===== src/design/eos_pkg.sv =====
// Shared types and constants for the operand stack unit.
`default_nettype none

package eos_pkg;

   // Fixed field widths of the item channels.
   localparam int OP_W       = 3;
   localparam int IDX_W      = 10;
   localparam int WORD_W     = 64;
   localparam int WORDS      = 4;
   localparam int VALUE_W    = WORD_W * WORDS;
   localparam int STATUS_W   = 3;
   localparam int DEPTH_W    = 11;

   // Default number of stack entries.
   localparam int DEPTH_DEFAULT = 1024;

   typedef enum logic [OP_W-1:0] {
      OP_PUSH   = 3'd0,
      OP_POP    = 3'd1,
      OP_NARROW = 3'd2,
      OP_SWAP   = 3'd3,
      OP_DUP    = 3'd4
   } op_type;

   typedef enum logic [STATUS_W-1:0] {
      ST_OK    = 3'd0,
      ST_UNDER = 3'd1,
      ST_OVER  = 3'd2,
      ST_INDEX = 3'd3,
      ST_WIDE  = 3'd4
   } status_type;

   typedef enum logic [2:0] {
      S_IDLE,
      S_POP,
      S_SWAP_RD,
      S_SWAP_WR,
      S_SWAP_FIN,
      S_DUP
   } state_type;

   // One finished result as handed from the sequencer to the output register.
   typedef struct packed {
      logic [WORDS-1:0][WORD_W-1:0] data;
      status_type                   status;
      logic [DEPTH_W-1:0]           depth;
   } result_type;

endpackage

`default_nettype wire


===== src/design/eos_ctrl.sv =====
// Sequencer for the operand stack: entry count, bounds checks and RAM accesses.
`default_nettype none

module eos_ctrl #(
   parameter int STACK_DEPTH = eos_pkg::DEPTH_DEFAULT
) (
   input  wire logic                                clock,
   input  wire logic                                reset,
   input  wire logic                                req_valid,
   output logic                                     req_stall,
   input  wire eos_pkg::op_type                     req_op,
   input  wire logic [eos_pkg::IDX_W-1:0]           req_index,
   input  wire logic [eos_pkg::VALUE_W-1:0]         req_value,
   input  wire logic                                rsp_free,
   output logic                                     res_load,
   output eos_pkg::result_type                      res,
   output logic                                     ram_wr_en,
   output logic [$clog2(STACK_DEPTH)-1:0]           ram_wr_addr,
   output logic [eos_pkg::VALUE_W-1:0]              ram_wr_data,
   output logic                                     ram_rd_en,
   output logic [$clog2(STACK_DEPTH)-1:0]           ram_rd_addr,
   input  wire logic [eos_pkg::VALUE_W-1:0]         ram_rd_data
);

   import eos_pkg::*;

   localparam int AW = $clog2(STACK_DEPTH);
   localparam int CW = $clog2(STACK_DEPTH + 1);
   localparam int WW = (CW > IDX_W) ? CW : IDX_W;

   state_type           state_ff, state_in;
   logic [CW-1:0]       count_ff, count_in;
   logic                narrow_ff, narrow_in;
   logic [AW-1:0]       top_addr_ff, top_addr_in;
   logic [AW-1:0]       other_addr_ff, other_addr_in;
   logic [VALUE_W-1:0]  hold_ff, hold_in;

   logic                accept;
   logic                full;
   logic [WW-1:0]       idx_w;
   logic [WW-1:0]       cnt_w;
   logic [WW-1:0]       top_w;
   logic [WW-1:0]       other_w;
   logic                idx_beyond;

   // Control registers.
   always_ff @(posedge clock) begin
      if (reset) begin
         state_ff <= S_IDLE;
         count_ff <= '0;
      end else begin
         state_ff <= state_in;
         count_ff <= count_in;
      end
   end

   // Addresses and the swap holding register carry no reset.
   always_ff @(posedge clock) begin
      narrow_ff     <= narrow_in;
      top_addr_ff   <= top_addr_in;
      other_addr_ff <= other_addr_in;
      hold_ff       <= hold_in;
   end

   // Index arithmetic, all in one common width.
   always_comb begin
      idx_w      = WW'(req_index);
      cnt_w      = WW'(count_ff);
      top_w      = cnt_w - WW'(1);
      other_w    = top_w - idx_w;
      idx_beyond = (idx_w >= cnt_w);
      full       = (count_ff == CW'(STACK_DEPTH));
   end

   // Next state, RAM commands and results.
   always_comb begin
      state_in      = state_ff;
      count_in      = count_ff;
      narrow_in     = narrow_ff;
      top_addr_in   = top_addr_ff;
      other_addr_in = other_addr_ff;
      hold_in       = hold_ff;
      req_stall     = 1'b1;
      accept        = 1'b0;
      res_load      = 1'b0;
      res           = '0;
      ram_wr_en     = 1'b0;
      ram_wr_addr   = top_addr_ff;
      ram_wr_data   = ram_rd_data;
      ram_rd_en     = 1'b0;
      ram_rd_addr   = top_w[AW-1:0];

      unique case (state_ff)
         S_IDLE: begin
            req_stall = !rsp_free;
            accept    = req_valid && rsp_free;
            if (accept) begin
               unique case (req_op)
                  OP_PUSH: begin
                     res_load = 1'b1;
                     if (full) begin
                        res.status = ST_OVER;
                     end else begin
                        ram_wr_en   = 1'b1;
                        ram_wr_addr = count_ff[AW-1:0];
                        ram_wr_data = req_value;
                        count_in    = count_ff + CW'(1);
                     end
                     res.depth = DEPTH_W'(count_in);
                  end
                  OP_POP, OP_NARROW: begin
                     if (count_ff == '0) begin
                        res_load   = 1'b1;
                        res.status = ST_UNDER;
                        res.depth  = DEPTH_W'(count_ff);
                     end else begin
                        ram_rd_en = 1'b1;
                        count_in  = count_ff - CW'(1);
                        narrow_in = (req_op == OP_NARROW);
                        state_in  = S_POP;
                     end
                  end
                  OP_SWAP: begin
                     if (req_index == '0 || idx_beyond) begin
                        res_load   = 1'b1;
                        res.status = ST_INDEX;
                        res.depth  = DEPTH_W'(count_ff);
                     end else begin
                        ram_rd_en     = 1'b1;
                        top_addr_in   = top_w[AW-1:0];
                        other_addr_in = other_w[AW-1:0];
                        state_in      = S_SWAP_RD;
                     end
                  end
                  OP_DUP: begin
                     if (idx_beyond) begin
                        res_load   = 1'b1;
                        res.status = ST_INDEX;
                        res.depth  = DEPTH_W'(count_ff);
                     end else if (full) begin
                        res_load   = 1'b1;
                        res.status = ST_OVER;
                        res.depth  = DEPTH_W'(count_ff);
                     end else begin
                        ram_rd_en   = 1'b1;
                        ram_rd_addr = other_w[AW-1:0];
                        state_in    = S_DUP;
                     end
                  end
                  default: begin
                     // Unused op codes report ok and leave the stack alone.
                     res_load  = 1'b1;
                     res.depth = DEPTH_W'(count_ff);
                  end
               endcase
            end
         end

         // Read data of the popped entry is ready; the count already dropped.
         S_POP: begin
            res_load  = 1'b1;
            res.depth = DEPTH_W'(count_ff);
            if (!narrow_ff) begin
               res.data = ram_rd_data;
            end else if (|ram_rd_data[VALUE_W-1:WORD_W]) begin
               res.status = ST_WIDE;
            end else begin
               res.data[0] = ram_rd_data[WORD_W-1:0];
            end
            state_in = S_IDLE;
         end

         // Top entry arrives: keep it and read the deeper entry.
         S_SWAP_RD: begin
            hold_in     = ram_rd_data;
            ram_rd_en   = 1'b1;
            ram_rd_addr = other_addr_ff;
            state_in    = S_SWAP_WR;
         end

         // Deeper entry arrives: it goes to the top slot.
         S_SWAP_WR: begin
            ram_wr_en   = 1'b1;
            ram_wr_addr = top_addr_ff;
            ram_wr_data = ram_rd_data;
            state_in    = S_SWAP_FIN;
         end

         // Old top goes to the deeper slot and the item completes.
         S_SWAP_FIN: begin
            ram_wr_en   = 1'b1;
            ram_wr_addr = other_addr_ff;
            ram_wr_data = hold_ff;
            res_load    = 1'b1;
            res.depth   = DEPTH_W'(count_ff);
            state_in    = S_IDLE;
         end

         // Copied entry arrives and is written above the top.
         S_DUP: begin
            ram_wr_en   = 1'b1;
            ram_wr_addr = count_ff[AW-1:0];
            ram_wr_data = ram_rd_data;
            count_in    = count_ff + CW'(1);
            res_load    = 1'b1;
            res.depth   = DEPTH_W'(count_in);
            state_in    = S_IDLE;
         end

         default: begin
            state_in = S_IDLE;
         end
      endcase
   end

endmodule

`default_nettype wire


===== config.mk =====
export PLATFORM = sky130hd
export DESIGN_NAME = eos_ctrl
export DESIGN_NICKNAME = d
export VERILOG_FILES = /design/src/design/eos_pkg.sv /design/src/design/eos_ctrl.sv
export SDC_FILE = /design/constraint.sdc
export NUM_CORES = 1
export LEC_CHECK = 0
export BUFFER_PORTS_ARGS = -buffer_cell sky130_fd_sc_hd__buf_2
export CORE_AREA = 4 4 418 420
export DETAILED_ROUTE_END_ITERATION = 10
export DIE_AREA = 0 0 422 424
export GPL_TIMING_DRIVEN = 0
export SYNTH_ARGS = -nofsm -noshare
export SYNTH_HDL_FRONTEND = slang
export SYNTH_SLANG_ARGS = --single-unit

===== constraint.sdc =====
create_clock -name clock -period 36.5 [get_ports clock]
set_input_delay 0 -clock clock [delete_from_list [all_inputs] [get_ports clock]]
set_output_delay 0 -clock clock [all_outputs]
set_load 0.05 [all_outputs]

==> run summary <==
Seq/Total Area, Yosys: 0.490
most frequent cells in the layout: 1141 x buf_2, 277 x edfxtp_1, 267 x dlygate4sd3_1
startpoint types: primary input
area of the multi-input gates: 0.00737 mm²
Die Width: 422 µm
Ys Warns: 0
Final Wtd Congestion: 1.00
Mapped Avg Cell Area: 10.1 µm²
Synth Instances: 1735
Final Skew: 26.5 ps
Tmin final: 5730 ps
CP max stage cell: nor4_1
top cell type's share of synthesized area: 0.474
largest stage delay on the critical path: 1130 ps
postcts setup bufs: 0
Fmax: 175 MHz
Net Count, Synth: 2288
Worst slew margin: 0.0359
synthesized area: 0.0176 mm²
Synth async-reset ratio: 0
Worst Tran Pin Value: 1430 ps
leak pwr: 13.5 nW
ys flop type: edfxtp_1
Reg area: 0.00860 mm²
utilization after layout: 0.176
Netlist cell types: 73
final setup violation count: 0
Hold Fails Final Rpt: 0
GRT Util Overall: 0.188
global-route wire length before repair: 227 mm
fillers: 19207
Clock Pin Slew Worst Setup and Hold Paths: 60 ps
critical-path cell list: dlygate4sd3_1 > buf_2 > nor4_1 > nand4_1 > nor4_1 > nand3_1 > a21oi_2 > buf_8 > clkbuf_1 > and2_1 > buf_2
# placed instances: 5060
initial cell density of the core: 0.103
port bufs: 1078
maximum vdd drop: 0.0000337 V
Die Ht: 424 µm
Placement Cell Area: 0.0260 mm²
total gr overflow: 0
crit path buf inv count: 5
Pre-antenna DRT Iters: 11
Vias per Instance: 4.39
CTS tree: done
crit path DAT: 5730 ps
Placeable Area: 0.171 mm²
EDFF count, synth: 277
wire per inst: 32.9 µm
worst hold path type: in -> reg
clock latency at the later pin of the worst-skew pair: 610 ps
post-CTS sizing: 0
DRT iter0 DRCs: 4041
H-Tree Depth: 2
fin cells: 5452
post-route DRC violation count: 0
share of layout cells above drive strength 1: 0.394
post-synth top area cell: edfxtp_1
TNS Setup: 0 ps
HPWL after DPL: 152 mm
CTS root buf: clkbuf_16
Final Max Slew Viols: 0
Die ar.: 0.179 mm²
CP max FO: 10
Worst setup EP type: primary output
antenna violations before repair: 89
fin crit share: 0.157
vias in the first global route: 22941
layout net count: 3691
top cells by area, synth: edfxtp_1 47%, a222oi_1 14%, and2_1 9.3%
P per Cell Area: 38.4 mW/mm²
Crit Path Category: in -> out
status: finished, final reports clean
via count: 23908
Final Instance Area: 0.0301 mm²
layout overhead on the synthesized area: 71.5%
largest net degree at the start of global routing: 32
# Max-Cap Violations: 0
CTS buffer count: 41
RSZ-0062 raised after global routing: no
Worst path top cell family by delay: simple AND/OR/NAND/NOR gates
# IOs: 1079
Max clock buf depth: 3
Rows: 152
Routed Antenna Nets: 0
most common cell after layout, fill and taps aside: buf_2
drt total wl: 179 mm
FF+latch count, synth: 291
WP data required: 36500 ps
clock sink count: 291
power by group:
part / internal [mW] / leakage, nW / switching (mW) / total, mW
registers: 0.372 / 2.60 / 0.00148 / 0.373
clock network: 0.229 / 0.635 / 0.180 / 0.409
logic: 0.101 / 10.3 / 0.274 / 0.376
total: 0.702 / 13.5 / 0.456 / 1.16
metrics by stage:
step	setup WS, ps	power [mW]	hold slack (ps)
finish	30770	1.16	84.1
global route	30400	1.19	71.1
CTS	30530	1.16	17.0
detailed placement	31100	0.725	206
global placement	16050	0.727	206
floorplan	23120	0.579	72.8
logic make-up (layout without fill, tap and decap cells):
logic type | after synthesis | in the layout | synth area share
and+or+nand+nor | 536 | 536 | 0.175
DFF | 291 | 291 | 0.490
adders and majority gates | 24 | 24 | 0.0175
other | 0 | 49 | 0
xor gates and xnor gates | 22 | 22 | 0.0110
AOI/OAI and AO/OA | 450 | 450 | 0.214
buffers and inverters | 411 | 1846 | 0.0930
muxes | 1 | 1 | 0.000570
cell usage after synthesis (all sizes together) (2+ instances only):
library cell / count
o21a: 4
a22o: 6
a21boi: 3
a31oi: 14
a22oi: 24
clkbuf: 78
ha: 23
and2: 261
nand4: 21
a221o: 3
dfxtp: 14
nand3: 17
o31ai: 5
a21o: 4
nand2: 79
o31a: 2
clkinv: 3
o22ai: 3
o21ai: 57
a21oi: 59
xor2: 4
a221oi: 5
xnor2: 18
nor2b: 2
a31o: 4
nor4: 53
a211o: 3
nor3: 24
or2: 7
or3: 3
nor2: 45
nand2b: 5
a41o: 3
a222oi: 237
nor3b: 2
buf: 66
inv: 264
and3: 14
o2bb2ai: 3
a211oi: 4
edfxtp: 277
flip-flops by register name (all words and copies together) (netlist names):
register       cells
cnt_w             11
hold_ff          256
narrow_ff          1
other_addr_ff     10
state_ff           3
top_addr_ff       10
layout make-up:
type                            count  area share
Inverter                          267      0.0334
Antenna cell                       49     0.00407
Timing Repair Buffer             1360       0.276
Clock inverter                     28     0.00669
Sequential cell                   291       0.285
Clock buffer                       47      0.0362
Tap cell                         2233      0.0927
Multi-Input combinational cell   1033       0.245
Buffer                            144      0.0211
path summary, 6_finish.rpt:
| check | from | endpoint | slack, ps | depth (start not counted) |
|---|---|---|---|---|
| worst min register to register | cnt_w[7]$_SDFFE_PP0P_ | cnt_w[7]$_SDFFE_PP0P_ | 660 | 3 |
| worst max register to register | cnt_w[0]$_SDFFE_PP0P_ | other_addr_ff[8]$_DFFE_PP_ | 32460 | 12 |
| worst min-delay path | req_index[7] | other_addr_ff[7]$_DFFE_PP_ | 80 | 4 |
| worst max-delay path | ram_rd_data[69] | res[27] | 30770 | 11 |
timing repair:
action                                  in CTS  in global routing
hold buffers                               267                  0
endpoints found under the hold margin      266                  0
endpoints found under the setup margin       0                  0
worst min-delay path, delay by kind of cell:
family	cells	cell delay (ps)
xor gates and xnor gates	1	160
adders and majority gates	1	180
buffers and inverters	2	210
per-layer routing:
| metal | share of wire | wire length [µm] | global-route usage | vias up |
|---|---|---|---|---|
| li1 | - | - | - | 9537 |
| met1 | 0.37 | 66400 | 0.221 | 11998 |
| met2 | 0.44 | 79000 | 0.294 | 1971 |
| met3 | 0.14 | 25000 | 0.0921 | 364 |
| met4 | 0.048 | 8510 | 0.0736 | 38 |
| met5 | 0.0014 | 242 | 0 | - |
(Power assumes the default switching activity.)
